===== src/rtl/core/zhh_pkg.sv =====
// Shared types, codes and defaults of the zone heating hysteresis table.
package zhh_pkg;

	localparam int MAX_NODES_DEF = 16;
	localparam int SLOT_W        = 4;
	localparam int ZONE_W        = 8;
	localparam int TEMP_W        = 10;
	localparam int CFG_IDX_W     = 1;

	localparam logic [1:0] REQ_REG   = 2'd0;
	localparam logic [1:0] REQ_STATE = 2'd1;
	localparam logic [1:0] REQ_READ  = 2'd2;
	localparam logic [1:0] REQ_DISC  = 2'd3;

	localparam logic [1:0] MODE_OFF = 2'd0;
	localparam logic [1:0] MODE_ON  = 2'd1;
	localparam logic [1:0] MODE_NUM = 2'd2;

	localparam logic KIND_HEATER = 1'b0;

	localparam logic [CFG_IDX_W-1:0] REG_ON_BELOW  = 1'd0;
	localparam logic [CFG_IDX_W-1:0] REG_OFF_ABOVE = 1'd1;

	localparam logic signed [TEMP_W-1:0] ON_BELOW_RST  = 10'sd32;
	localparam logic signed [TEMP_W-1:0] OFF_ABOVE_RST = 10'sd34;

	typedef struct packed {
		logic              kind;
		logic [ZONE_W-1:0] zone;
	} attr_t;

	typedef struct packed {
		logic [1:0]        mode;
		logic [TEMP_W-1:0] value;
	} stat_t;

	typedef struct packed {
		logic attr_we;
		logic stat_we;
		logic vset;
		logic vclr;
	} tbl_wr_t;

endpackage


===== src/rtl/core/zhh_table.sv =====
// Entry table: attribute and status memories with flop valid bits.
module zhh_table #(
	parameter int MAX_NODES = zhh_pkg::MAX_NODES_DEF
) (
	input  logic                                                clk,
	input  logic                                                arst_n,
	input  zhh_pkg::tbl_wr_t                                    wr,
	input  logic [((MAX_NODES > 1) ? $clog2(MAX_NODES) : 1)-1:0] wr_idx,
	input  zhh_pkg::attr_t                                      wr_attr,
	input  zhh_pkg::stat_t                                      wr_stat,
	input  logic [((MAX_NODES > 1) ? $clog2(MAX_NODES) : 1)-1:0] rd_idx,
	input  logic [((MAX_NODES > 1) ? $clog2(MAX_NODES) : 1)-1:0] chk_idx,
	output zhh_pkg::attr_t                                      rd_attr,
	output zhh_pkg::stat_t                                      rd_stat,
	output logic                                                rd_valid,
	output logic                                                chk_valid
);

	zhh_pkg::attr_t attr_mem [MAX_NODES];
	zhh_pkg::stat_t stat_mem [MAX_NODES];

	logic [MAX_NODES-1:0] valid_q;
	zhh_pkg::attr_t       rd_attr_q;
	zhh_pkg::stat_t       rd_stat_q;
	logic                 rd_valid_q;

	always_ff @(posedge clk) begin
		if (wr.attr_we) begin
			attr_mem[wr_idx] <= wr_attr;
		end
		if (wr.stat_we) begin
			stat_mem[wr_idx] <= wr_stat;
		end
		rd_attr_q <= attr_mem[rd_idx];
		rd_stat_q <= stat_mem[rd_idx];
	end

	always_ff @(posedge clk or negedge arst_n) begin
		if (!arst_n) begin
			valid_q    <= '0;
			rd_valid_q <= 1'b0;
		end else begin
			if (wr.vset) begin
				valid_q[wr_idx] <= 1'b1;
			end
			if (wr.vclr) begin
				valid_q[wr_idx] <= 1'b0;
			end
			rd_valid_q <= valid_q[rd_idx];
		end
	end

	assign rd_attr   = rd_attr_q;
	assign rd_stat   = rd_stat_q;
	assign rd_valid  = rd_valid_q;
	assign chk_valid = valid_q[chk_idx];

endmodule


===== src/rtl/core/zhh_seq.sv =====
// Request decode, table scan sequencer and result register.
module zhh_seq #(
	parameter int MAX_NODES = zhh_pkg::MAX_NODES_DEF
) (
	input  logic                                                clk,
	input  logic                                                arst_n,
	input  logic                                                start,
	input  logic [1:0]                                          req_type,
	input  logic [zhh_pkg::SLOT_W-1:0]                          slot,
	input  logic                                                is_sensor,
	input  logic [zhh_pkg::ZONE_W-1:0]                          area,
	input  logic                                                state_on,
	input  logic signed [zhh_pkg::TEMP_W-1:0]                   reading,
	input  logic signed [zhh_pkg::TEMP_W-1:0]                   on_below,
	input  logic signed [zhh_pkg::TEMP_W-1:0]                   off_above,
	output zhh_pkg::tbl_wr_t                                    wr,
	output logic [((MAX_NODES > 1) ? $clog2(MAX_NODES) : 1)-1:0] wr_idx,
	output zhh_pkg::attr_t                                      wr_attr,
	output zhh_pkg::stat_t                                      wr_stat,
	output logic [((MAX_NODES > 1) ? $clog2(MAX_NODES) : 1)-1:0] rd_idx,
	output logic [((MAX_NODES > 1) ? $clog2(MAX_NODES) : 1)-1:0] chk_idx,
	input  zhh_pkg::attr_t                                      rd_attr,
	input  zhh_pkg::stat_t                                      rd_stat,
	input  logic                                                rd_valid,
	input  logic                                                chk_valid,
	output logic                                                busy,
	output logic                                                strobe,
	output logic [zhh_pkg::SLOT_W-1:0]                          target_slot,
	output logic                                                switch_on,
	output logic                                                last
);

	localparam int IW = (MAX_NODES > 1) ? $clog2(MAX_NODES) : 1;

	localparam logic [2:0] ST_IDLE  = 3'd0;
	localparam logic [2:0] ST_ZONE  = 3'd1;
	localparam logic [2:0] ST_ON    = 3'd2;
	localparam logic [2:0] ST_BLK   = 3'd3;
	localparam logic [2:0] ST_OFF   = 3'd4;
	localparam logic [2:0] ST_FLUSH = 3'd5;

	logic [2:0]                  state_q;
	logic [IW:0]                 idx_q;
	logic                        vld_s1;
	logic [IW-1:0]               idx_s1;
	logic [zhh_pkg::ZONE_W-1:0]  zone_q;
	logic                        cls_on_q;
	logic                        blk_q;
	logic                        pend_vld_q;
	logic [IW-1:0]               pend_idx_q;
	logic                        strobe_q;
	logic [zhh_pkg::SLOT_W-1:0]  target_q;
	logic                        switch_on_q;
	logic                        last_q;

	logic          accept;
	logic          in_range;
	logic          ent_ok;
	logic          r_lo;
	logic          r_hi;
	logic [IW-1:0] slot_idx;
	logic          scanning;
	logic          scan_end;
	logic          hit_zone;
	logic          hit_on;
	logic          hit_off;
	logic          hit_blk;
	logic          scan_hit;

	assign accept   = start && (state_q == ST_IDLE);
	assign in_range = 9'(slot) < 9'(MAX_NODES);
	assign slot_idx = IW'(slot);
	assign ent_ok   = in_range && chk_valid;
	assign r_lo     = reading < on_below;
	assign r_hi     = reading > off_above;

	assign chk_idx  = slot_idx;
	assign wr_idx   = slot_idx;
	assign wr_attr  = '{kind: is_sensor, zone: area};
	assign rd_idx   = (state_q == ST_IDLE) ? slot_idx : idx_q[IW-1:0];

	always_comb begin
		wr_stat.value = reading;
		if (req_type == zhh_pkg::REQ_READ) begin
			wr_stat.mode = zhh_pkg::MODE_NUM;
		end else if (req_type == zhh_pkg::REQ_STATE && state_on) begin
			wr_stat.mode = zhh_pkg::MODE_ON;
		end else begin
			wr_stat.mode = zhh_pkg::MODE_OFF;
		end
	end

	always_comb begin
		wr = '0;
		if (accept) begin
			unique case (req_type)
				zhh_pkg::REQ_REG: begin
					wr.attr_we = in_range;
					wr.stat_we = in_range;
					wr.vset    = in_range;
				end
				zhh_pkg::REQ_STATE: begin
					wr.stat_we = ent_ok;
				end
				zhh_pkg::REQ_READ: begin
					wr.stat_we = ent_ok;
				end
				zhh_pkg::REQ_DISC: begin
					wr.vclr = ent_ok;
				end
				default: begin
					wr = '0;
				end
			endcase
		end
	end

	assign scanning = (state_q == ST_ON) || (state_q == ST_BLK) || (state_q == ST_OFF);
	assign scan_end = idx_q == (IW+1)'(MAX_NODES);

	assign hit_zone = vld_s1 && rd_valid && (rd_attr.zone == zone_q);
	assign hit_on   = hit_zone && (rd_attr.kind == zhh_pkg::KIND_HEATER)
		&& (rd_stat.mode == zhh_pkg::MODE_OFF);
	assign hit_off  = hit_zone && (rd_attr.kind == zhh_pkg::KIND_HEATER)
		&& (rd_stat.mode == zhh_pkg::MODE_ON);
	assign hit_blk  = hit_zone && (rd_stat.mode == zhh_pkg::MODE_NUM)
		&& ($signed(rd_stat.value) < on_below);
	assign scan_hit = ((state_q == ST_ON) && hit_on) || ((state_q == ST_OFF) && hit_off);

	always_ff @(posedge clk or negedge arst_n) begin
		if (!arst_n) begin
			state_q    <= ST_IDLE;
			idx_q      <= '0;
			vld_s1     <= 1'b0;
			cls_on_q   <= 1'b0;
			blk_q      <= 1'b0;
			pend_vld_q <= 1'b0;
			strobe_q   <= 1'b0;
		end else begin
			strobe_q <= 1'b0;
			vld_s1   <= scanning && !scan_end;
			unique case (state_q)
				ST_IDLE: begin
					if (accept && req_type == zhh_pkg::REQ_REG && in_range && is_sensor) begin
						strobe_q <= 1'b1;
					end
					if (accept && req_type == zhh_pkg::REQ_READ && ent_ok && (r_lo || r_hi)) begin
						state_q    <= ST_ZONE;
						cls_on_q   <= r_lo;
						blk_q      <= 1'b0;
						pend_vld_q <= 1'b0;
					end
				end
				ST_ZONE: begin
					idx_q   <= '0;
					state_q <= cls_on_q ? ST_ON : ST_BLK;
				end
				ST_ON, ST_OFF: begin
					if (!scan_end) begin
						idx_q <= idx_q + {{IW{1'b0}}, 1'b1};
					end else begin
						state_q <= ST_FLUSH;
					end
					if (scan_hit) begin
						pend_vld_q <= 1'b1;
						if (pend_vld_q) begin
							strobe_q <= 1'b1;
						end
					end
				end
				ST_BLK: begin
					blk_q <= blk_q || hit_blk;
					if (!scan_end) begin
						idx_q <= idx_q + {{IW{1'b0}}, 1'b1};
					end else if (blk_q || hit_blk) begin
						state_q <= ST_IDLE;
					end else begin
						idx_q   <= '0;
						state_q <= ST_OFF;
					end
				end
				ST_FLUSH: begin
					strobe_q   <= pend_vld_q;
					pend_vld_q <= 1'b0;
					state_q    <= ST_IDLE;
				end
				default: begin
					state_q <= ST_IDLE;
				end
			endcase
		end
	end

	// result payload and scan pipeline data
	always_ff @(posedge clk) begin
		idx_s1 <= idx_q[IW-1:0];
		if (state_q == ST_ZONE) begin
			zone_q <= rd_attr.zone;
		end
		if (accept) begin
			target_q    <= slot;
			switch_on_q <= 1'b1;
			last_q      <= 1'b1;
		end else if (state_q == ST_FLUSH) begin
			target_q    <= zhh_pkg::SLOT_W'(pend_idx_q);
			switch_on_q <= cls_on_q;
			last_q      <= 1'b1;
		end else if (scan_hit) begin
			target_q    <= zhh_pkg::SLOT_W'(pend_idx_q);
			switch_on_q <= cls_on_q;
			last_q      <= 1'b0;
		end
		if (scan_hit) begin
			pend_idx_q <= idx_s1;
		end
	end

	assign busy        = state_q != ST_IDLE;
	assign strobe      = strobe_q;
	assign target_slot = target_q;
	assign switch_on   = switch_on_q;
	assign last        = last_q;

endmodule


===== src/rtl/core/zone_heating_hysteresis_table_unit.sv =====
// Top level: threshold registers, sequencer and entry table.
// Register, state report, disconnect and a reading that crosses no threshold never raise busy;
// a sensor register gives its switch-on beat the cycle after start. A crossing reading of a
// valid slot holds busy for one zone read, then one or two slot-order scans of one entry a
// cycle. At most one beat a cycle, the final one in the same cycle that busy falls; results
// cannot be stalled. Reset clears valid bits, thresholds 32 and 34.
module zone_heating_hysteresis_table_unit #(
	parameter int MAX_NODES = zhh_pkg::MAX_NODES_DEF
) (
	input  logic                                   clk,
	input  logic                                   arst_n,
	input  logic                                   start,
	output logic                                   busy,
	input  logic [1:0]                             req_type,
	input  logic [zhh_pkg::SLOT_W-1:0]             slot,
	input  logic                                   is_sensor,
	input  logic [zhh_pkg::ZONE_W-1:0]             area,
	input  logic                                   state_on,
	input  logic signed [zhh_pkg::TEMP_W-1:0]      reading,
	output logic                                   strobe,
	output logic [zhh_pkg::SLOT_W-1:0]             target_slot,
	output logic                                   switch_on,
	output logic                                   last,
	input  logic                                   cfg_we,
	input  logic [zhh_pkg::CFG_IDX_W-1:0]          cfg_index,
	input  logic [zhh_pkg::TEMP_W-1:0]             cfg_data
);

	localparam int IW = (MAX_NODES > 1) ? $clog2(MAX_NODES) : 1;

	logic signed [zhh_pkg::TEMP_W-1:0] on_below_q;
	logic signed [zhh_pkg::TEMP_W-1:0] off_above_q;

	zhh_pkg::tbl_wr_t wr;
	zhh_pkg::attr_t   wr_attr;
	zhh_pkg::stat_t   wr_stat;
	zhh_pkg::attr_t   rd_attr;
	zhh_pkg::stat_t   rd_stat;
	logic [IW-1:0]    wr_idx;
	logic [IW-1:0]    rd_idx;
	logic [IW-1:0]    chk_idx;
	logic             rd_valid;
	logic             chk_valid;

	always_ff @(posedge clk or negedge arst_n) begin
		if (!arst_n) begin
			on_below_q  <= zhh_pkg::ON_BELOW_RST;
			off_above_q <= zhh_pkg::OFF_ABOVE_RST;
		end else if (cfg_we) begin
			unique case (cfg_index)
				zhh_pkg::REG_ON_BELOW:  on_below_q  <= cfg_data;
				zhh_pkg::REG_OFF_ABOVE: off_above_q <= cfg_data;
				default: begin
				end
			endcase
		end
	end

	zhh_seq #(
		.MAX_NODES(MAX_NODES)
	) u_seq (
		.clk        (clk),
		.arst_n     (arst_n),
		.start      (start),
		.req_type   (req_type),
		.slot       (slot),
		.is_sensor  (is_sensor),
		.area       (area),
		.state_on   (state_on),
		.reading    (reading),
		.on_below   (on_below_q),
		.off_above  (off_above_q),
		.wr         (wr),
		.wr_idx     (wr_idx),
		.wr_attr    (wr_attr),
		.wr_stat    (wr_stat),
		.rd_idx     (rd_idx),
		.chk_idx    (chk_idx),
		.rd_attr    (rd_attr),
		.rd_stat    (rd_stat),
		.rd_valid   (rd_valid),
		.chk_valid  (chk_valid),
		.busy       (busy),
		.strobe     (strobe),
		.target_slot(target_slot),
		.switch_on  (switch_on),
		.last       (last)
	);

	zhh_table #(
		.MAX_NODES(MAX_NODES)
	) u_table (
		.clk      (clk),
		.arst_n   (arst_n),
		.wr       (wr),
		.wr_idx   (wr_idx),
		.wr_attr  (wr_attr),
		.wr_stat  (wr_stat),
		.rd_idx   (rd_idx),
		.chk_idx  (chk_idx),
		.rd_attr  (rd_attr),
		.rd_stat  (rd_stat),
		.rd_valid (rd_valid),
		.chk_valid(chk_valid)
	);

	// a beat that is not the final one always has more of the same scan behind it
	a_nonlast_busy: assert property (@(posedge clk) disable iff (!arst_n)
		strobe && !last |-> busy)
		else $error("non-final beat while idle");

	a_rise_quiet: assert property (@(posedge clk) disable iff (!arst_n)
		$rose(busy) |-> !strobe)
		else $error("beat on the cycle a scan starts");

	a_target_range: assert property (@(posedge clk) disable iff (!arst_n)
		strobe |-> (9'(target_slot) < 9'(MAX_NODES)))
		else $error("beat for a slot beyond the table");

endmodule

===== config.mk =====
export PLATFORM = sky130hd
export DESIGN_NAME = zone_heating_hysteresis_table_unit
export DESIGN_NICKNAME = d
export VERILOG_FILES = /design/src/rtl/core/zhh_pkg.sv /design/src/rtl/core/zhh_table.sv /design/src/rtl/core/zhh_seq.sv /design/src/rtl/core/zone_heating_hysteresis_table_unit.sv
export SDC_FILE = /design/constraint.sdc
export NUM_CORES = 1
export LEC_CHECK = 0
export BUFFER_PORTS_ARGS = -buffer_cell sky130_fd_sc_hd__buf_2
export CORE_AREA = 2 2 197 199
export DETAILED_ROUTE_END_ITERATION = 8
export DIE_AREA = 0 0 199 201
export PLACE_DENSITY = 0.72
export REMOVE_ABC_BUFFERS = 1
export SYNTH_ARGS = -nofsm -noshare
export SYNTH_HDL_FRONTEND = slang
export SYNTH_SLANG_ARGS = --single-unit

===== constraint.sdc =====
create_clock -name clk -period 4.09 [get_ports clk]
set_clock_uncertainty 0.15 [all_clocks]
set_input_delay 0 -clock clk [delete_from_list [all_inputs] [get_ports clk]]
set_output_delay 0 -clock clk [all_outputs]
set_load 0.02 [all_outputs]

# Yosys cells after proc, flatten, opt, wreduce, memory -nomap -nowiden

Memory sizes are Yosys's and may differ from the RTL's. A register that Yosys moved wholly into a read port is not among the register bits.
Cells that the tools add are included.

Bits in registers: 72
Word-level logic and storage cells: 134
Bits of input ports: 41
Bits in writable memories: 336
Memories kept: 2
Output and inout port bits: 8

Reductions and logical operators: 43
Bitwise gates (word level): 5
$add $sub $neg: 1
Equal/unequal tests: 18
Order comparisons: 6
Mux-type cells: 42

Memories:

| memory           | words | bits a word | read ports | clocked after memory_dff | write ports | RTL line        | source |
|---|---|---|---|---|---|---|---|
| u_table.stat_mem | 16    | 12          | 1          | 1                        | 1           | zhh_table.sv:20 | `zhh_pkg::stat_t stat_mem [MAX_NODES];` |
| u_table.attr_mem | 16    | 9           | 1          | 1                        | 1           | zhh_table.sv:19 | `zhh_pkg::attr_t attr_mem [MAX_NODES];` |

Operators by type and width:

| operator           | count |
|---|---|
| $mux 16            | 2 |
| $lt 10x10->1       | 2 |
| $mux 4             | 5 |
| $logic_and 1x1->1  | 18 |
| $mux 1             | 18 |
| $and 16x16->16     | 1 |
| $not 16->16        | 1 |
| $or 16x16->16      | 1 |
| $mux 5             | 3 |
| $pmux 5 s3         | 1 |
| $mux 3             | 4 |
| $pmux 3 s4         | 1 |
| $reduce_bool 3->1  | 4 |
| $gt 10x10->1       | 1 |
| $lt 4x5->1 const B | 2 |
| $reduce_and 3->1   | 3 |
| $bmux 1 s4         | 2 |
| $eq 8x8->1         | 1 |
| $reduce_and 2->1   | 4 |
| $eq 2x2->1 const B | 3 |
| $eq 3x2->1 const B | 2 |
| $eq 3x3->1 const B | 2 |
| $ne 2x1->1 const B | 3 |
| $pmux 1 s3         | 2 |
| 17 further kinds   | 29 |

# Logic depth before layout (Yosys ltp)

Gate-level depths: netlist of the first run.

Depth in word-level cells: 9
Depth in mapped cells: 11
Depth with buffers taken out: 8

# Modules after synthesis

From an unflattened synthesis of the first run, not the netlist that was laid out.

Cell total of the unflattened synthesis: 960
Area total of the unflattened synthesis: 17,651.9 um^2

Modules (own cells, without submodules):

| module                             | area each (um^2) | cells each | seq. area each (um^2) | times used |
|---|---|---|---|---|
| zhh_table                          | 14,311.2         | 657        | 10,935.5              | 1 |
| zhh_seq                            | 2,580.0          | 260        | 925.9                 | 1 |
| zone_heating_hysteresis_table_unit | 760.7            | 43         | 504.2                 | 1 |

# Worst setup path after synthesis of the first run

No wires, ideal clock.

Path type: flip-flop to flip-flop
Start point: register u_seq.state_q[1]
End point: memory u_table.stat_mem[15][0] (netlist bit) (enable)
Buffers on the path: 3
Setup time: 0.380 ns
Path slack: 1.171 ns
Cell stages (with the launch flop): 8
Data arrival time: 2.388 ns
Required time: 3.560 ns
Period minus slack after synthesis: 2.919 ns
Path through: dfrtp_1 buf_2 nor3_2 nand2_2 or3_1 clkbuf_2 buf_4 nor2_1

Cells in the longest elaborated chain, start to end: 5

Ends and longest elaborated chain:

| what                         | RTL line        | source |
|---|---|---|
| from (decl)                  | zhh_seq.sv:42   | `logic [2:0] state_q;` |
| from (signal assigned)       | zhh_seq.sv:156  | `state_q <= cls_on_q ? ST_ON : ST_BLK;` |
| $logic_not 3->1              | zhh_seq.sv:70   | `assign accept = start && (state_q == ST_IDLE);` |
| $logic_and 1x1->1            | zhh_seq.sv:70   |  |
| $mux 4                       | zhh_seq.sv:95   | `if (accept) begin` |
| $mux 1                       | zhh_table.sv:31 | `if (wr.stat_we) begin` |
| $mux 1 (implied by the code) | zhh_table.sv:32 | `stat_mem[wr_idx] <= wr_stat;` |
| to (decl)                    | zhh_table.sv:20 |  |

Every way passes these cells.

# Worst setup path in the final report of the first run

Start point: register u_seq.state_q[1]
End point: register u_table.valid_q[0]

Cells in the longest elaborated chain, start to end: 6

Ends and longest elaborated chain:

| what                            | RTL line        | source |
|---|---|---|
| $logic_not 3->1 (*)             | zhh_seq.sv:70   |  |
| $logic_and 1x1->1 (*)           | zhh_seq.sv:70   |  |
| $mux 4 (*)                      | zhh_seq.sv:95   |  |
| $mux 16                         | zhh_table.sv:43 | `if (wr.vset) begin` |
| $and 16x16->16 (no source line) | -               |  |
| $mux 16 (*)                     | zhh_table.sv:46 | `if (wr.vclr) begin` |
| to (signal assigned)            | zhh_table.sv:40 | `valid_q <= '0;` |
| to (signal, indexed assignment) | zhh_table.sv:44 | `valid_q[wr_idx] <= 1'b1;` |
| to (signal, indexed assignment) | zhh_table.sv:47 | `valid_q[wr_idx] <= 1'b0;` |
| to (decl)                       | zhh_table.sv:22 | `logic [MAX_NODES-1:0] valid_q;` |

Every way passes the cells marked *; elsewhere a longest branch is shown, timed or not.
A chain may end at the register's enable or synchronous reset.

==> results of run 1 <==
logic make-up (layout without fill, tap and decap cells):
group	count (synthesis)	count (layout)	share of synthesized area, %
AOI/OAI and AO/OA	302	302	11.7
and+or+nand+nor	446	446	11.5
muxes	24	24	1.87
xor gates and xnor gates	8	8	0.391
adders and majority gates	35	35	2.43
buffers and inverters	130	273	3.10
DFF	429	429	69.0
flip-flops by register name, indices dropped and copies added, names as in the netlist, 4 cells and up:
signal             count
u_table.rd_attr        9
u_table.attr_mem     144
u_seq.idx_s1           4
u_table.rd_stat       12
u_seq.zone_q           8
u_seq.target_slot      4
u_seq.idx_q            5
off_above_q           10
u_seq.pend_idx_q       4
on_below_q            10
u_table.stat_mem     192
u_table.valid_q       16
how the worst max path moves through the flow:
stage / to / slack, ps / cells past startpoint
6_report: u_table.valid_q[0] / 730 / 6
3_5_place_dp: u_table.rd_stat[5] / 800 / 7
5_1_grt: u_table.valid_q[0] / 500 / 6
2_1_floorplan: u_table.rd_valid / -4450 / 5
3_3_place_gp: u_table.rd_stat[5] / 820 / 7
4_1_cts: u_table.rd_stat[5] / 780 / 7
layout make-up:
class,count,area (µm²)
timing repair buffer,164,1360
clock inverter,26,314
sequential,429,12400
multi-input combinational,815,5030
inverter,33,124
fill,3018,17100
tap,518,648
clock buffer,50,1110
through the flow:
stage	setup slack (ps)	utilization (%)	hold WS [ps]
after floorplan	-4450	-	-446
after global placement	823	49.6	-4.30
after detailed placement	798	49.6	4.91
after CTS	784	55.0	67.9
after global routing	503	55.0	88.8
final	729	55.0	87.0
metal layers:
layer,GRT usage [%],routed length [µm],vias to the layer above
met4,8.74,1490,0
met5,0,0,-
met1,29.3,18000,5805
li1,-,-,5404
met3,3.34,2860,98
met2,36.4,21100,485
power groups by stage:
stage	sequential [mW]	combinational (mW)	clock (mW)
6_report	5.22	3.98	3.99
5_1_grt	5.24	4.37	4.20
4_1_cts	5.22	3.96	4.03
3_3_place_gp	5.30	3.81	0
3_5_place_dp	5.31	3.89	0
2_1_floorplan	5.22	2.49	0
worst reg2reg max path, cell delays in order (launching register included):
cell and delay [ps]:
sky130_fd_sc_hd__dfrtp_1 590, sky130_fd_sc_hd__nor3_2 670, sky130_fd_sc_hd__nand3_1 580, sky130_fd_sc_hd__nor2_1 250, sky130_fd_sc_hd__buf_4 280, sky130_fd_sc_hd__a2bb2oi_1 200
sky130_fd_sc_hd__dlygate4sd3_1 590
cells in the final DEF (no fill, tap or decap), types with 4 or more instances in the layout:
| master | Yosys | layout |
|---|---|---|
| sky130_fd_sc_hd__clkbuf_16 | 0 | 43 |
| sky130_fd_sc_hd__a21oi_1 | 15 | 15 |
| sky130_fd_sc_hd__nand2_1 | 237 | 236 |
| sky130_fd_sc_hd__a2bb2oi_1 | 15 | 15 |
| sky130_fd_sc_hd__buf_2 | 28 | 48 |
| sky130_fd_sc_hd__nor2b_1 | 8 | 8 |
| sky130_fd_sc_hd__o221ai_1 | 4 | 4 |
| sky130_fd_sc_hd__inv_1 | 33 | 33 |
| sky130_fd_sc_hd__nand3_1 | 10 | 10 |
| sky130_fd_sc_hd__o21ai_0 | 22 | 22 |
| sky130_fd_sc_hd__a211oi_1 | 90 | 90 |
| sky130_fd_sc_hd__dlygate4sd3_1 | 0 | 65 |
| sky130_fd_sc_hd__clkinv_1 | 0 | 6 |
| sky130_fd_sc_hd__nor3_1 | 6 | 6 |
| sky130_fd_sc_hd__dfxtp_1 | 27 | 27 |
| sky130_fd_sc_hd__dfrtp_1 | 47 | 47 |
| sky130_fd_sc_hd__a22oi_1 | 44 | 44 |
| sky130_fd_sc_hd__nand2b_1 | 8 | 8 |
| sky130_fd_sc_hd__buf_4 | 1 | 44 |
| sky130_fd_sc_hd__xor2_1 | 8 | 8 |
| sky130_fd_sc_hd__edfxtp_1 | 352 | 352 |
| sky130_fd_sc_hd__mux2_2 | 15 | 15 |
| sky130_fd_sc_hd__clkbuf_1 | 62 | 6 |
| sky130_fd_sc_hd__bufinv_16 | 0 | 7 |
| sky130_fd_sc_hd__nor2_1 | 65 | 61 |
| sky130_fd_sc_hd__ha_1 | 34 | 34 |
| sky130_fd_sc_hd__buf_12 | 0 | 7 |
| sky130_fd_sc_hd__a31oi_1 | 92 | 92 |
| sky130_fd_sc_hd__clkinv_2 | 0 | 8 |
| sky130_fd_sc_hd__and3_1 | 90 | 90 |
timing repair:
item | CTS | global route
setup endpoints to repair | 0 | 0
hold buffers | 65 | 0
hold endpoints to repair | 420 | 0
buffers inserted | 0 | 0
synth_stat cells, types with 4 or more instances:
| cell type | instances |
|---|---|
| sky130_fd_sc_hd__nand2b_1 | 8 |
| sky130_fd_sc_hd__inv_1 | 33 |
| sky130_fd_sc_hd__edfxtp_1 | 352 |
| sky130_fd_sc_hd__buf_2 | 28 |
| sky130_fd_sc_hd__dfrtp_1 | 47 |
| sky130_fd_sc_hd__dfxtp_1 | 27 |
| sky130_fd_sc_hd__and3_1 | 90 |
| sky130_fd_sc_hd__a2bb2oi_1 | 15 |
| sky130_fd_sc_hd__clkbuf_1 | 62 |
| sky130_fd_sc_hd__a22oi_1 | 44 |
| sky130_fd_sc_hd__a31oi_1 | 92 |
| sky130_fd_sc_hd__ha_1 | 34 |
| sky130_fd_sc_hd__nor2_1 | 65 |
| sky130_fd_sc_hd__o221ai_1 | 4 |
| sky130_fd_sc_hd__o21ai_0 | 22 |
| sky130_fd_sc_hd__a21oi_1 | 15 |
| sky130_fd_sc_hd__xor2_1 | 8 |
| sky130_fd_sc_hd__nand2_1 | 237 |
| sky130_fd_sc_hd__nor3_1 | 6 |
| sky130_fd_sc_hd__nor2b_1 | 8 |
| sky130_fd_sc_hd__a211oi_1 | 90 |
| sky130_fd_sc_hd__mux2_2 | 15 |
| sky130_fd_sc_hd__nand3_1 | 10 |
==> summary by stage, run 1 <==
Status
The run finished with clean final reports.

Synthesis
By area the synthesized netlist is led by sky130_fd_sc_hd__edfxtp_1, sky130_fd_sc_hd__dfrtp_1, sky130_fd_sc_hd__nand2_1. The share of synthesized area in the top cell type comes to between 50% and 60%. The combined area of all synthesized cells is around 18000 µm². The sequential cell area fraction in the yosys report is between 60% and 70%. The async set or reset register ratio after synthesis is about an eighth. The number of register bits inferred by synthesis is about 430.

In the synthesized netlist, the number of instances is roughly 1.4k. Yosys mapped a number of flops with a built-in enable equal to 352. The post-synthesis average cell area is 13.0 µm². The cell type contributing the most total cell area after synthesis is sky130_fd_sc_hd__edfxtp_1. The Yosys warning count is 0.

The most instantiated flip-flop cell in the synthesis netlist is sky130_fd_sc_hd__edfxtp_1. The count of unique library cells instantiated by Yosys is 61.

STA
The max-slew violation total from the final report is 0. The final count of hold timing violations came to 0. After routing, the total negative slack on setup checks comes to 0 ps. The maximum frequency from static timing analysis is between 0.2 and 0.3 GHz. Setup violations remaining at the end of the flow were counted as 0. The final critical path takes up 82.2% of the cycle. The headroom to the max-slew limit is a little over a third. The shortest clock period the worst path allows after layout is 3360 ps. The slew at the pin closest to its max-slew limit is roughly 960 ps. Setup repair after global routing left no endpoint under its margin.

Hold path
The sink of the worst hold path is off_above_q[2]. The worst hold path startpoint is cfg_data[2]. The worst hold path class is primary input to register.

The worst hold path was traced through 3 stages.

Worst setup path
The number of buffers and inverters on the critical path is 2. The launching point of the worst reg2reg path is u_seq.state_q[1]. The depth of the worst register-to-register path is 6. Traced cell by cell, the critical path runs through nor3_2, nand3_1, nor2_1, buf_4, a2bb2oi_1, dlygate4sd3_1. The cell family contributing the most delay on the critical path is simple AND/OR/NAND/NOR gates.

The minimum setup slack among reg-to-reg paths is roughly 730 ps. The slowest library cell on the worst path is sky130_fd_sc_hd__nor3_2. The reg-to-reg critical path endpoint is u_table.valid_q[0]. The required time at the worst-slack endpoint is 4430 ps. By startpoint and endpoint, the worst setup path is classified as register to register.

Of all nets on the critical path, the largest fanout is 19. The element type at the critical path start is a register. At the worst endpoint, the arrival time is ~3700 ps.

The largest stage delay on the critical path is approximately 670 ps. The kind of end point of the critical path is a register. The critical path launch point is u_seq.state_q[1].

Placement
During placement, the flow inserted port buffers numbering 48. The HPWL after detailed placement is between 20000 and 30000 µm. After detailed placement, the total cell area comes to 18900 µm². The post-placement cell count is about 1.9k. The congestion estimate from routability-driven global placement came to about 0.88.

GRT
The number of global-route vias before repair is between 10k and 15k. The global-route wire length before repair is about 67000 µm. In the global route stage, overall resource usage came out at about 22%. Summed over all layers, the global routing overflow is 0. The number of antenna violations at the first check in global routing is 0. Entering global routing, the biggest net connects about 110 pins.

Power and ir drop
The net switching power is approximately 4.4 mW. The combinational group share of total power is roughly 30%. The total power divided by cell area is approximately 630 nW/µm². The fraction of power consumed by sequential logic is 39.6%. The relative contribution of the clock network to total power is 30.3%.

The highest ir drop seen on vdd is 0.000460 V. The internal power of the cells totals about 8.8 mW. The power consumption is between 10 and 15 mW. The leakage power summed over all cells is 7.68 nW.

The switching share of total power is 33.0%.

Finish
The number of non-filler instances in the completed layout is between 2k and 2.5k. The final design instance area without fill is around 21000 µm². The proportion of layout cells with a drive suffix above 1 is 13.1%. In the final design database the tool counted about 1.6k nets.

Relative to the synthesized area, the layout overhead comes to 17.0%. The repair_antennas step left the layout with diodes totalling 0.

Floorplanning
The floorplan step defined a die boundary enclosing around 40000 µm². 49 I/O pins were placed. The vertical die dimension is approximately 200 µm. The starting density of the core is a little under half. The core footprint is roughly 38000 µm².

From left edge to right edge, the die measures 199 µm. The initialized floorplan defines 72 standard-cell rows.

Clocking
The CTS tree is done. The post-cts resize count is 0. The count of H-tree levels built during CTS is 2. Clock-pin slew was measured on the worst setup and hold paths at about 60 ps. The clock passes through at most 3 buffers. The total CTS buffers is just over 40. The buffer type at the clock tree root is sky130_fd_sc_hd__clkbuf_16. The count of clock tree sinks is 429. The clock reaches the later pin of the worst-skew pair after ~560 ps.

Detailed routing
After the first detailed-routing iteration, the DRC count stood at around 1.2k. The detail route stage leaves a number of antenna-violating nets equal to 0. The detailed-routing iteration count for the pre-antenna-repair pass is 5. After detailed routing, the average wire length per cell comes to 21.3 µm. The DRC violation count after routing is 0. Across all layers, the routed design uses 11.8k vias.

Using the TritonRoute via totals, the vias-per-cell ratio works out to roughly 5.8. The routed design has around 43000 µm of wire.

Run
Across the run, the number of max-cap violations was 0.
(Power assumes the default switching activity.)
==> inputs of run 2 (changes only) <==
Settings changed: ABC_AREA from default to 1, CORE_AREA 2 2 197 199 to 2 2 196 198, DIE_AREA 0 0 199 201 to 0 0 198 200, PLACE_DENSITY 0.72 to 0.75.
Clock period 4.09 ns to 2.8 ns, I/O delays scaled along.
==> summary by stage, run 2 <==
Detailed routing
The routed wire length is 43700 µm (+0.62%). The wire length per cell is 20.0 µm (-6.1%). The detailed-routing iteration count for the pre-antenna-repair pass is 8 (+3). The number of nets with antenna violations after detailed routing is 0 (unchanged).

The number of vias per cell after detailed routing came to 5.58 (-3.8%). The via count of the routed design came to 12.2k (+3.1%). The DRC violation count after routing is 0 (unchanged). The number of DRC markers after the initial detailed-route iteration is 1248 (+0.89%).

Clocking
The count of H-tree levels built during CTS was 2 (unchanged). The count of clock tree sinks is 429 (unchanged). TritonCTS built the clock tree. The source-to-sink clock delay at the later pin of the worst-skew pair was 550 ps (about the same). The maximum count of clock buffers along a single path is 3 (unchanged). The clock transition at the registers of the reported paths is 60 ps (about the same).

The buffer type at the clock tree root is sky130_fd_sc_hd__clkbuf_16. The total CTS buffers is 42 (+2.4%).

Worst setup path
The kind of end point of the critical path is a register. The buffering stage count on the worst path with inverters included was 3 (+1). The critical path goes through nor2_2, nand2_2, inv_1, nand2_1, nor2_1, inv_1, nor2_1, buf_4.

The data arrival at the endpoint of the critical path is 2700 ps (-1000 ps). In this run the worst setup path begins at u_seq.state_q[1]. The largest stage delay on the critical path is 440 ps (-230 ps).

STA classifies the critical path startpoint as a register. The slowest library cell on the worst path is sky130_fd_sc_hd__dfrtp_1. On the critical path the largest part of the delay comes from simple AND/OR/NAND/NOR gates.

The worst-path maximum fanout is 16 (-3). The worst setup path is of the register to register kind. The required time at the worst-slack endpoint is 2890 ps (-1540 ps). The worst register-to-register path begins at u_seq.state_q[1].

Placement
The HPWL after detailed placement was 27200 µm (+8.8%). The number of port buffers came to 48 (unchanged). The post-placement cell count is 2055 (+8.5%). The final estimated routing congestion in global placement was 0.884 (about the same).

GRT
The overall routing resource usage is 22.4% (+0.36 points). The total grt overflow is 0 (unchanged). The largest net degree at the start of global routing is 54 (-50%).

The number of antenna violations at the first check in global routing came to 0 (unchanged). The number of global-route vias before repair is 12.1k (+1.1%). The global-route wire length before repair is 67600 µm (+0.78%).

Synthesis
The Yosys warning count is 0 (unchanged). The count of unique library cells instantiated by Yosys is 35 (-43%). The post-synthesis average cell area was 11.8 µm² (-9.6%).

The sequential cell area fraction in the yosys report is 69.4% (+0.38 points). The most instantiated flip-flop cell in the synthesis netlist is sky130_fd_sc_hd__edfxtp_1. The async set or reset register ratio after synthesis is 11.7% (unchanged). The combined area of all synthesized cells came to 17800 µm² (-0.54%). The count of flip-flops with a built-in enable after synthesis is 352 (unchanged). The synthesized design spends more area on one cell type than any other, namely sky130_fd_sc_hd__edfxtp_1. The number of register bits inferred by synthesis is 429 (unchanged). The number of instances in the synthesized netlist is 1512 (+10%).

By count the netlist is led by sky130_fd_sc_hd__edfxtp_1, sky130_fd_sc_hd__nor2_1, sky130_fd_sc_hd__o21ai_0, sky130_fd_sc_hd__nand2_1, sky130_fd_sc_hd__inv_1. Yosys instantiated no cell more often than sky130_fd_sc_hd__edfxtp_1. Ranked by total cell area, the synthesized netlist is headed by sky130_fd_sc_hd__edfxtp_1, sky130_fd_sc_hd__dfrtp_1, sky130_fd_sc_hd__nor2_1. The area share of the leading cell type in the synthesized netlist was 59.3% (+0.32 points).

STA
The final count of hold timing violations is 0 (unchanged). The number of setup violations in the final report was 0 (unchanged). The shortest clock period the worst path allows after layout was 2610 ps (-749 ps). The aggregate negative setup slack was 0 ps (unchanged). The maximum frequency from static timing analysis is 0.383 GHz (+29%). Setup repair after global routing left no endpoint under its margin. The slew at the pin closest to its max-slew limit came to 920 ps (-42.0 ps). The headroom to the max-slew limit is 38.6% (+3.6 points). The fraction of the cycle the final worst path needs came to 93.3% (+11 points). The max-slew violation total from the final report is 0 (unchanged).

Floorplanning
The core footprint came to 37400 µm² (-1.9%). The starting density of the core is 47.6% (+0.63 points). The placement row count is 71 (-1.4%). The I/O pin count is 49 (unchanged). The width of the chip was 198 µm (-0.50%). The floorplan die area is 39600 µm² (-1.0%).

The vertical die dimension is 200 µm (-0.50%).

Finish
The largest registers in the layout are u_table.stat_mem (192), u_table.attr_mem (144), u_table.valid_q (16). The share of the core filled with cells in the final layout is 55.8% (+0.78 points). The library cell used most frequently in the layout, excluding fill and tap cells, is sky130_fd_sc_hd__edfxtp_1. The number of flip-flops under the largest register name came to 192 (unchanged).

More flip-flops sit in one register than any other, and that register is u_table.stat_mem. The proportion of layout cells with a drive suffix above 1 is 11.3% (-1.8 points). The final-stage net count is 1711 (+9.7%). The number of non-filler instances in the completed layout was 2181 (+7.2%).

In the layout the commonest cells are sky130_fd_sc_hd__edfxtp_1, sky130_fd_sc_hd__nor2_1, sky130_fd_sc_hd__o21ai_0, sky130_fd_sc_hd__nand2_1, sky130_fd_sc_hd__inv_1. The number of inserted diodes is 0 (unchanged). The area growth from synthesis to final layout is 17.1% (about the same).

Power and ir drop
The power consumption is 19.9 mW (+51%). The leakage power summed over all cells is 7.66 nW (-0.26%). The total power divided by cell area is 953 nW/µm² (+51%).

The highest ir drop seen on vdd is 0.000665 V (+45%).

Hold path
The worst hold path startpoint is req_type[0]. The worst hold path belongs to the class primary input to register.

Status
The run finished with clean final reports.

Run
The number of max-cap violations is 0 (unchanged).
-- run 2: tightest hold or removal path: stages --
cell	delay (ps)
sky130_fd_sc_hd__buf_2	100
sky130_fd_sc_hd__ha_1	140
sky130_fd_sc_hd__nand2_1	40
sky130_fd_sc_hd__nor2_1	80
sky130_fd_sc_hd__buf_4	210
-- run 2: area by class of cell --
type | instances | area, µm²
clock buffers | 57 | 1180
multi-input cells | 902 | 4700
flip-flops and latches | 429 | 12400
repair buffers | 157 | 1310
well taps | 511 | 639
fillers | 3031 | 16500
inverters | 104 | 393
clock inverters | 21 | 268
-- run 2: kinds of logic (layout without fill, tap and decap cells) --
| group | count (synthesis) | after routing | share of synthesized area (%) |
|---|---|---|---|
| buffers and inverters | 181 | 339 | 4.26 |
| flip-flops | 429 | 429 | 69.4 |
| XOR/XNOR | 5 | 5 | 0.246 |
| AND/OR/NAND/NOR | 493 | 493 | 11.0 |
| AO/OA/AOI/OAI | 370 | 370 | 12.6 |
| adder cells (fa/ha/maj) | 34 | 34 | 2.39 |
-- run 2: path summary, 6_finish.rpt --
kind                                            end  slack (ps)  depth (start not counted)
max                         u_table.attr_mem[12][2]         190                          8
min                        u_table.stat_mem[15][10]          10                          5
max reg2reg                 u_table.attr_mem[12][2]         190                          8
min reg2reg                     u_seq.pend_idx_q[0]         250                          0
max in group asynchronous        u_table.valid_q[5]        1660                          4
min in group asynchronous            off_above_q[5]         480                          3
-- run 2: per-layer routing --
metal | track usage [%] | up-vias | wire (µm)
met5 | 0 | - | 0
met4 | 8.80 | 0 | 1480
met3 | 3.02 | 88 | 2920
met2 | 38.6 | 507 | 21500
met1 | 29.0 | 5886 | 17800
li1 | - | 5680 | -
-- run 2: stage by stage --
stage	hold WS [ps]	worst slack (ps)	area, µm²
5_1_grt	47.4	28.9	20900
2_1_floorplan	-446	-2680	17400
4_1_cts	20.5	83.4	20900
3_5_place_dp	-68.3	96.0	18900
3_3_place_gp	-88.3	212	18900
6_report	13.2	188	20900
-- run 2: power by group --
part	switching, mW	internal, mW	total (mW)
combinational	4.19	2.09	6.28
sequential	0.330	7.36	7.69
clock	2.37	3.53	5.90
total	6.90	13.0	19.9
-- run 2: what timing repair did --
item / 4_1_cts / 5_1_grt
hold endpoints to repair: 414 / 0
hold buffers: 48 / 0
resized for setup: 0 / 1
setup endpoints to repair: 0 / 149
buffers inserted: 0 / 0
==> inputs of run 3 (changes only) <==
Settings changed: CORE_AREA 2 2 196 198 to 2 2 206 208, DIE_AREA 0 0 198 200 to 0 0 208 210, SLEW_MARGIN from default to 0, SYNTH_HIERARCHICAL from default to 1.
==> summary by stage, run 3 <==
STA
The fraction of the cycle the final worst path needs is 94.0% (+0.76 points). The final count of hold timing violations was 0 (unchanged). The shortest clock period the worst path allows after layout is 2630 ps (+21.4 ps).

The slew at the pin closest to its max-slew limit was 887 ps (-33.5 ps). The number of setup violations in the final report is 0 (unchanged). The maximum frequency from static timing analysis is 0.380 GHz (-0.81%). Setup repair after global routing left no endpoint under its margin. The final worst-path setup slack is 167 ps (-21.4 ps). The aggregate negative setup slack came to 0 ps (unchanged). The max-slew violation total from the final report is 0 (unchanged). The headroom to the max-slew limit is 40.7% (+2.1 points).

Synthesis
The count of unique library cells instantiated by Yosys is 41 (+17%). The number of instances in the synthesized netlist is 2042 (+35%). The count of flip-flops with a built-in enable after synthesis was 352 (unchanged). By count the netlist is led by sky130_fd_sc_hd__nand2_1, sky130_fd_sc_hd__inv_1, sky130_fd_sc_hd__edfxtp_1, sky130_fd_sc_hd__nand3_1, sky130_fd_sc_hd__nor2_1. The post-synthesis average cell area is 9.65 µm² (-18%).

The combined area of all synthesized cells came to 19700 µm² (+11%). The sequential cell area fraction in the yosys report is 62.8% (-6.6 points). The area share of the leading cell type in the synthesized netlist came to 53.7% (-5.7 points). The number of register bits inferred by synthesis is 429 (unchanged).

The async set or reset register ratio after synthesis is 11.7% (unchanged). The most instantiated flip-flop cell in the synthesis netlist is sky130_fd_sc_hd__edfxtp_1. Sorting the synthesized cells by area gives the leading types as sky130_fd_sc_hd__edfxtp_1, sky130_fd_sc_hd__nand2_1, sky130_fd_sc_hd__nand3_1.

The cell type contributing the most total cell area after synthesis is sky130_fd_sc_hd__edfxtp_1. The Yosys warning count is 6 (+6). By instance count, the leading cell after synthesis is sky130_fd_sc_hd__nand2_1.

Detailed routing
The DRC violation count after routing is 0 (unchanged). The number of nets with antenna violations after detailed routing came to 0 (unchanged). The routed wire length was 46900 µm (+7.4%). The via count of the routed design was 14.1k (+16%). The wire length per cell came to 17.3 µm (-13%). The detailed-routing iteration count for the pre-antenna-repair pass is 6 (-2). The number of vias per cell after detailed routing was 5.22 (-6.3%). The number of DRC markers after the initial detailed-route iteration is 1323 (+6.0%).

Worst setup path
The worst setup path is captured at a register. The required time at the worst-slack endpoint came to 2870 ps (-20 ps). The critical path start-end classification is primary input to register. The element type at the critical path start is a primary input. The worst-path maximum fanout was 16 (unchanged). The data arrival at the endpoint of the critical path came to 2700 ps (about the same). The depth of the worst register-to-register path came to 8 (unchanged).

Clocking
The source-to-sink clock delay at the later pin of the worst-skew pair came to 550 ps (about the same). The maximum count of clock buffers along a single path was 3 (unchanged). The buffer type at the clock tree root is sky130_fd_sc_hd__clkbuf_16.

The CTS tree is done. The clock transition at the registers of the reported paths is 60 ps (about the same). The total CTS buffers was 43 (+2.4%).

The count of H-tree levels built during CTS is 2 (unchanged). The count of clock tree sinks came to 429 (unchanged).

Status
The run finished with clean final reports.

Placement
The number of port buffers was 48 (unchanged). The final estimated routing congestion in global placement was 0.854 (-3.4%). The HPWL after detailed placement is 28600 µm (+5.1%). The cell area after placement came to 20400 µm² (+7.9%). The worst slack after detailed placement is 106 ps (+10.2 ps).

Finish
Leaving out fill and tap cells, the most frequent cells in the layout are sky130_fd_sc_hd__nand2_1, sky130_fd_sc_hd__inv_1, sky130_fd_sc_hd__edfxtp_1, sky130_fd_sc_hd__nand3_1, sky130_fd_sc_hd__nor2_1. The number of flip-flops under the largest register name is 192 (unchanged). The proportion of layout cells with a drive suffix above 1 is 9.41% (-1.8 points). The register with the most flip-flops is u_table/stat_mem. The number of inserted diodes was 0 (unchanged). The final-stage net count came to 2210 (+29%). In the final layout, the registers with the most flip-flops are u_table/stat_mem (192), u_table/attr_mem (144), u_table/valid_q (16). The final design instance area without fill is 22400 µm² (+7.2%). Relative to the synthesized area, the layout overhead comes to 13.5%.

The most common cell after layout, fill and taps aside is sky130_fd_sc_hd__nand2_1.

Power and ir drop
The switching share of total power is 35.2% (+0.52 points). The power consumption is 19.7 mW (-1.1%). The combinational group share of total power came to 32.4% (+0.8 points). The leakage power summed over all cells was 9.94 nW (+30%).

The total power divided by cell area is 879 nW/µm² (-7.8%). The fraction of power consumed by sequential logic was 38.9% (+0.2 points). The net switching power came to 6.92 mW (+0.36%). The highest ir drop seen on vdd came to 0.000658 V (-1.1%). The internal power of the cells is 12.7 mW (-1.9%). The relative contribution of the clock network to total power was 28.7% (-1.0 points).

Floorplanning
The width of the chip is 208 µm (+5.1%). The vertical die dimension came to 210 µm (+5.0%). The starting density of the core is 47.5% (-0.14 points). The I/O pin count is 49 (unchanged). The core footprint came to 41500 µm² (+11%). The floorplan die area is 43700 µm² (+10%). The placement row count was 75 (+5.6%).

Hold path
The number of stages on the worst hold path came to 2 (-3). In this run the worst hold path is classified as primary input to register.

GRT
The largest net degree at the start of global routing came to 89 (+65%). The number of global-route vias before repair came to 14.2k (+17%). The number of antenna violations at the first check in global routing was 0 (unchanged). The global-route wire length before repair is 74300 µm (+9.9%). The total grt overflow came to 0 (unchanged).

The overall routing resource usage is 21.5% (-0.93 points).

Run
The number of max-cap violations is 0 (unchanged).
[run 3: cell types whose count changed after synthesis, moves of 34 or more]
cell	delta
sky130_fd_sc_hd__inv_1	+253
sky130_fd_sc_hd__o211ai_1	-34
sky130_fd_sc_hd__o21ai_0	-144
sky130_fd_sc_hd__buf_4	+39
sky130_fd_sc_hd__o221ai_1	-54
sky130_fd_sc_hd__nand2_1	+468
sky130_fd_sc_hd__nor2_1	-198
sky130_fd_sc_hd__o21ai_1	-34
sky130_fd_sc_hd__nand3_1	+273
[run 3: power groups by stage]
stage | combinational (mW) | clock (mW) | sequential (mW)
5_1_grt | 7.08 | 5.94 | 7.69
4_1_cts | 6.27 | 5.71 | 7.65
2_1_floorplan | 3.52 | 0 | 7.67
3_5_place_dp | 6.17 | 0 | 7.78
6_report | 6.36 | 5.64 | 7.65
3_3_place_gp | 5.98 | 0 | 7.77
[run 3: layout make-up]
type,instances,area [µm²]
Fill cell,3448,19100
Inverter,361,1360
Timing Repair Buffer,158,1300
Tap cell,539,674
Clock buffer,57,1200
Sequential cell,429,12400
Clock inverter,21,176
Multi-Input combinational cell,1142,5280
[run 3: logic make-up after synthesis]
| kind of cell | after synthesis | share of synthesized area (%) |
|---|---|---|
| xor gates and xnor gates | 4 | 0.178 |
| buffers and inverters | 471 | 10.7 |
| DFF | 429 | 62.8 |
| AOI/OAI and AO/OA | 60 | 1.78 |
| adders and majority gates | 34 | 2.16 |
| and+or+nand+nor | 1044 | 22.4 |
[run 3: layer usage]
layer / up-vias / track usage [%] / share of wire, %
met5: - / 0 / 0
met1: 6683 / 28.0 / 40
met2: 646 / 36.2 / 48
li1: 6684 / - / -
met4: 0 / 8.12 / 3.3
met3: 127 / 3.61 / 8.1
[run 3: worst paths after layout]
check                            startpoint                       end  slack (ps)
setup / recovery                    slot[0]    u_table/stat_mem[5][2]         170
hold / removal                  req_type[1]  u_table/stat_mem[13][11]          60
setup reg to reg           u_seq/state_q[0]    u_table/stat_mem[5][2]         250
hold reg to reg             u_seq/idx_s1[3]       u_seq/pend_idx_q[3]         260
max in group asynchronous            arst_n             on_below_q[7]         630
min in group asynchronous            arst_n             on_below_q[5]         550
[run 3: what timing repair did]
item,4_1_cts,5_1_grt
resized for setup,0,4
hold buffers,55,0
setup endpoints to repair,0,290
endpoints found under the hold margin,413,0
setup buffers,0,1
[run 3: through the flow]
stage | hold WS, ps | std cells | utilization (%)
after CTS | 25.9 | 2706 | 53.9
final | 63.6 | 2707 | 53.9
after global routing | 84.7 | 2707 | 53.9
after global placement | -151 | 2573 | 49.2
after detailed placement | -139 | 2573 | 49.2
after floorplan | -446 | 1932 | -
[run 3: critical path: stages]
cell	delay [ps]
sky130_fd_sc_hd__dlygate4sd3_1	560
sky130_fd_sc_hd__buf_2	290
sky130_fd_sc_hd__inv_1	220
sky130_fd_sc_hd__nand2_1	120
sky130_fd_sc_hd__nand3_1	80
sky130_fd_sc_hd__nand3_1	100
sky130_fd_sc_hd__nand3_1	80
sky130_fd_sc_hd__nand2_1	170
sky130_fd_sc_hd__a21oi_1	90
sky130_fd_sc_hd__nor3_1	320
sky130_fd_sc_hd__inv_2	190
sky130_fd_sc_hd__nor2_1	140
sky130_fd_sc_hd__buf_4	310
